===== src/rtl/tms_pkg.sv =====
`timescale 1ns / 1ps

package tms_pkg;

	localparam int STACK_DEPTH_DEF = 16;
	localparam int FRAC_BITS_DEF   = 16;
	localparam int MAT_ELEMS       = 16;
	// Accumulator wide enough for four 64-bit products after the fraction shift.
	localparam int ACC_W           = 66;

	typedef enum logic [1:0] {
		KIND_LOAD  = 2'd0,
		KIND_POP   = 2'd1,
		KIND_XFORM = 2'd2,
		KIND_READ  = 2'd3
	} kind_t;

	typedef enum logic [1:0] {
		ST_OK    = 2'd0,
		ST_FULL  = 2'd1,
		ST_EMPTY = 2'd2,
		ST_WZERO = 2'd3
	} status_t;

	typedef struct packed {
		logic               start;
		logic signed [31:0] num;
		logic signed [31:0] den;
	} div_req_t;

	typedef struct packed {
		logic               done;
		logic signed [31:0] quo;
	} div_rsp_t;

	// Clamp a wide signed sum to the signed 32-bit range.
	function automatic logic signed [31:0] sat32(input logic signed [ACC_W-1:0] v);
		logic [ACC_W-32:0] hi;
		hi = v[ACC_W-1:31];
		if (hi == '0 || hi == '1) begin
			return v[31:0];
		end else if (v[ACC_W-1]) begin
			return 32'sh80000000;
		end else begin
			return 32'sh7fffffff;
		end
	endfunction

endpackage


===== src/rtl/tms_div.sv =====
`timescale 1ns / 1ps

module tms_div
	import tms_pkg::*;
#(
	parameter int FRAC_BITS = FRAC_BITS_DEF
) (
	input  logic     clk,
	input  logic     arst_n,
	input  div_req_t req,
	output div_rsp_t rsp
);

	localparam int NW = 32 + FRAC_BITS;
	localparam int CW = $clog2(NW + 1);

	logic          busy_q;
	logic          done_q;
	logic [CW-1:0] cnt_q;
	logic [31:0]   rem_q;
	logic [NW-1:0] dvd_q;
	logic [31:0]   dmag_q;
	logic          neg_q;

	logic [32:0] rem_sh;
	logic [32:0] diff;
	logic        ge;
	logic [31:0] nmag;
	logic [31:0] dmag;

	assign nmag   = req.num[31] ? 32'(-req.num) : 32'(req.num);
	assign dmag   = req.den[31] ? 32'(-req.den) : 32'(req.den);
	assign rem_sh = {rem_q, dvd_q[NW-1]};
	assign diff   = rem_sh - {1'b0, dmag_q};
	assign ge     = (rem_sh >= {1'b0, dmag_q});

	// Restoring division, one quotient bit per cycle.
	always_ff @(posedge clk or negedge arst_n) begin
		if (!arst_n) begin
			busy_q <= 1'b0;
			done_q <= 1'b0;
			cnt_q  <= '0;
		end else begin
			done_q <= 1'b0;
			if (req.start && !busy_q) begin
				busy_q <= 1'b1;
				cnt_q  <= CW'(NW);
			end else if (busy_q) begin
				cnt_q <= cnt_q - 1'b1;
				if (cnt_q == CW'(1)) begin
					busy_q <= 1'b0;
					done_q <= 1'b1;
				end
			end
		end
	end

	always_ff @(posedge clk) begin
		if (req.start && !busy_q) begin
			rem_q  <= '0;
			dvd_q  <= {nmag, FRAC_BITS'(0)};
			dmag_q <= dmag;
			neg_q  <= req.num[31] ^ req.den[31];
		end else if (busy_q) begin
			rem_q <= ge ? diff[31:0] : rem_sh[31:0];
			dvd_q <= {dvd_q[NW-2:0], ge};
		end
	end

	always_comb begin
		rsp.done = done_q;
		if (neg_q) begin
			if (dvd_q[NW-1:32] == '0 && (!dvd_q[31] || dvd_q[30:0] == '0)) begin
				rsp.quo = 32'(-dvd_q[31:0]);
			end else begin
				rsp.quo = 32'sh80000000;
			end
		end else begin
			if (dvd_q[NW-1:31] == '0) begin
				rsp.quo = dvd_q[31:0];
			end else begin
				rsp.quo = 32'sh7fffffff;
			end
		end
	end

endmodule


===== config.mk =====
export PLATFORM = sky130hd
export DESIGN_NAME = tms_div
export DESIGN_NICKNAME = d
export VERILOG_FILES = /design/src/rtl/tms_pkg.sv /design/src/rtl/tms_div.sv
export SDC_FILE = /design/constraint.sdc
export NUM_CORES = 1
export LEC_CHECK = 0
export ABC_AREA = 1
export BUFFER_PORTS_ARGS = -buffer_cell sky130_fd_sc_hd__buf_2
export CAP_MARGIN = 20
export CORE_UTILIZATION = 45
export CTS_BUF_LIST = sky130_fd_sc_hd__clkbuf_8
export DETAILED_ROUTE_END_ITERATION = 10
export PLACE_DENSITY = 0.63
export RECOVER_POWER = 100
export SLEW_MARGIN = 40
export SYNTH_ARGS = -nofsm -noshare
export SYNTH_HDL_FRONTEND = slang
export SYNTH_SLANG_ARGS = --single-unit

===== constraint.sdc =====
create_clock -name clk -period 2.8 [get_ports clk]
set_input_delay 0.84 -clock clk [delete_from_list [all_inputs] [get_ports clk]]
set_output_delay 0.84 -clock clk [all_outputs]
set_load 0.01 [all_outputs]

==> results.sh <==
export IMPL_ff2ff_path_depth=14
export IMPL_ir_drop_uv=319
export IMPL_startpoint_type="flip-flop"
export IMPL_cpMostUsedCell="nand3_4"
export IMPL_status="finished, violations left"
export IMPL_synth_area_um2=10100
export IMPL_final_setup_tns_ns=-7.87
export IMPL_grt_util_met3=0.0438
export IMPL_path_buf_inv=2
export IMPL_ys_ff_latch=121
export IMPL_critPathMaxStageDelay_ns=0.36
export IMPL_die_x_um=152
export IMPL_whs_ns=0.302
export IMPL_grt_util_met1=0.394
export IMPL_final_cell_count_no_fill=2022
export IMPL_clockRootBuffer="clkbuf_8"
export IMPL_p_int_mw=5.85
export IMPL_num_vias=10500
export IMPL_drt_iter0_markers=715
export IMPL_crit_slowest_cell="dfxtp_2"
export IMPL_clockPowerShare=0.125
export IMPL_io_pin_count=100
export IMPL_violations="design-rule violations, negative setup slack"
export IMPL_busiest_layer="met2"
export IMPL_drc=1
export IMPL_p_comb_frac=0.582
export IMPL_rrSetupSlack_ns=0.02
export IMPL_worst_pin_slew_ns=1.49
export IMPL_fin_crit_sh=1.10
export IMPL_finalWorstSetupSlack_ns=-0.293
export IMPL_synthCells=1583
export IMPL_grt_overflow=0
export IMPL_port_buffers=99
export IMPL_switchingPower_mw=5.50
export IMPL_hold_violations=0
export IMPL_grt_pass1_vias=9639
export IMPL_layout_drive_gt1_share=0.154
export IMPL_finalSetupViolations=32
export IMPL_fin_crit_ns=3.09
export IMPL_nets=1833
export IMPL_dpl_instance_area_um2=11100
export IMPL_r2r_end="rem_q[27]"
export IMPL_wl_per_cell_um=15.1
export IMPL_p_leak_nw=6.03
export IMPL_swShare=0.485
export IMPL_postRouteAntennaNets=0
export IMPL_firstDrtPassIters=8
export IMPL_fp_dieH_um=152
export IMPL_critical_path_required_ns=1.96
export IMPL_grt_setup_unrepaired="true"
export IMPL_arrival_ns=2.25
export IMPL_numCtsBuffers=17
export IMPL_hp_class="in2async"
export IMPL_synth_distinct_cells=45
export IMPL_clock_latency_ns=0.46
export IMPL_dieArea_um2=23100
export IMPL_postRouteWirelength_um=30600
export IMPL_place_ws_ns=0.00929
export IMPL_reg2reg_from="dmag_q[21]"
export IMPL_synth_seq_area_share=0.307
export IMPL_finClkSkew_ns=0.0251
export IMPL_grt_start_max_net_pins=62
export IMPL_core_rowCount=54
export IMPL_seq_power_share=0.293
export IMPL_synth_avg_cell_area_um2=6.41
export IMPL_slew_viol_final=0
export IMPL_initial_utilization=0.462
export IMPL_grt_antenna_before_repair=1
export IMPL_dp_cells=1962
export IMPL_synth_area_leaders="edfxtp_1 19%, nand2_1 17%, inv_1 10%"
export IMPL_crit_chain="inv_2 > nand3_4 > nor3_4 > nand2_2 > nor2_4 > nand3_4 > o21ai_2 > nand2_1 > nor2_2 > nor2_1 > buf_2"
export IMPL_pwr_density_cell_nw_per_um2=956
export IMPL_crit_fanout=4
export IMPL_viasPerCell=5.17
export IMPL_critPathKind="reg2out"
export IMPL_core_area_um2=22000
export IMPL_clkSinkCount=121
export IMPL_htreeDepth=4
export IMPL_fmax_ghz=0.323
export IMPL_stdcell_area_um2=11900
export IMPL_syn_to_final_growth_pct=17.1
export IMPL_maxCapViolCount=0
export IMPL_fillCellCount=2204
export IMPL_gp_congestion=0.929
export IMPL_gr_usage_all_layers=0.269
export IMPL_yosys_warnings=0
export IMPL_cp_end_kind="output pin"
export IMPL_finalPower_mw=11.4
export IMPL_yosysTopAreaCell="edfxtp_1"
export IMPL_grt_pass1_wl_um=49600
export IMPL_syn_nets=1688
export IMPL_clkTransAtPathRegs_ns=0.09
export IMPL_clk_path_buf_depth=2
export IMPL_grt_util_met2=0.407
export IMPL_cts_tree="built"
export IMPL_place_hpwl_um=23500
export IMPL_slew_headroom=0.00987
export IMPL_utilization=0.541
export IMPL_crit_family="simple AND/OR/NAND/NOR gates"
export IMPL_yosysTopAreaCellShare=0.192
sequential cells by signal, indices dropped and copies added, names as in the netlist:
name	flops
dmag_q	32
rem_q	32
busy_q	1
dvd_q	48
neg_q	1
cnt_q	6
done_q	1
worst max path at each step:
stage / from / endpoint / slack, ns / cells after the start
after floorplan: req[64] / dvd_q[44] / 0.04 / 6
after global placement: dvd_q[1] / rsp[31] / 0.03 / 12
after detailed placement: dvd_q[1] / rsp[31] / 0.009 / 12
after CTS: dvd_q[36] / rsp[16] / -0.30 / 10
after global routing: dvd_q[22] / rsp[9] / -0.44 / 9
final: dvd_q[2] / rsp[31] / -0.29 / 11
placed cells by master, fill, tap and decap left out, types with 6 or more instances in the layout:
cell type / netlist / layout
o21ai_1: 17 / 45
nor4_1: 11 / 8
inv_2: 2 / 12
nand3_1: 137 / 132
clkbuf_2: 1 / 7
xor2_1: 54 / 53
nand3b_1: 13 / 13
nor2_1: 126 / 118
a21oi_1: 36 / 36
nand2_2: 5 / 10
nand4_1: 32 / 32
dfrtp_1: 8 / 8
inv_1: 278 / 273
buf_4: 3 / 48
ha_1: 37 / 36
o22ai_1: 29 / 29
nor3_1: 19 / 17
clkbuf_1: 25 / 11
buf_2: 7 / 94
clkbuf_8: 0 / 17
nor2_2: 8 / 12
nand2_1: 463 / 459
nor2_4: 2 / 6
edfxtp_1: 65 / 65
o21ai_0: 102 / 55
o21ai_2: 1 / 20
dfxtp_1: 48 / 46
xnor2_1: 17 / 17
what timing repair did:
action                     4_1_cts  5_1_grt
pin swaps                       12       15
gates cloned                     1        0
gates resized for setup         87       40
hold buffers                     0        0
setup buffers                   12       14
setup endpoints to repair       32       32
power by group through the flow:
stage               clock, mW  combinational, mW  sequential, mW
floorplan                   0               4.60            3.12
global placement            0               6.14            3.26
detailed placement          0               6.20            3.27
CTS                      1.45               6.39            3.29
global route             1.52               7.49            3.42
finish                   1.42               6.61            3.33
cells by family after synthesis:
family | synth area share
fa+ha+maj | 0.0476
simple gates | 0.356
buf+inv | 0.124
xor+xnor | 0.0613
compound gates | 0.104
flops | 0.307
layer usage:
layer | up-vias | part of all wire
li1 | 5376 | -
met1 | 4746 | 0.50
met2 | 302 | 0.43
met3 | 33 | 0.057
met4 | 0 | 0.017
met5 | - | 0
synth_stat cells:
library cell,n
nand3_1,137
nand3b_1,13
o21a_1,3
nor3_2,3
clkbuf_2,1
o21ai_0,102
inv_2,2
inv_1,278
o22ai_1,29
dfrtp_1,8
nor3_1,19
nor2_2,8
buf_2,7
xnor2_1,17
o21ai_2,1
o32ai_1,2
and2_1,4
ha_1,37
nor3_4,1
xor2_1,54
nor2_4,2
nand2_2,5
clkinv_1,1
or2_1,1
o31ai_1,2
nand4_1,32
a21oi_1,36
or2_2,4
o21bai_1,3
nor2_1,126
o21ai_1,17
fa_1,1
buf_6,3
edfxtp_1,65
dfxtp_1,48
nor4_1,11
nand2_1,463
nand3_2,2
a31oi_1,1
buf_1,3
a21oi_2,1
buf_4,3
or3_1,1
nand2_8,1
clkbuf_1,25
area by class of cell:
class | count | area (um2) | area share
repair buffers | 168 | 1030 | 0.0864
clock buffers | 17 | 234 | 0.0197
inverters | 281 | 1050 | 0.0888
diodes | 1 | 2.50 | 0.000211
well taps | 280 | 350 | 0.0295
clock inverters | 15 | 100 | 0.00842
multi-input cells | 1139 | 6000 | 0.505
flip-flops and latches | 121 | 3120 | 0.262
Power figures use the tool's default switching activity.
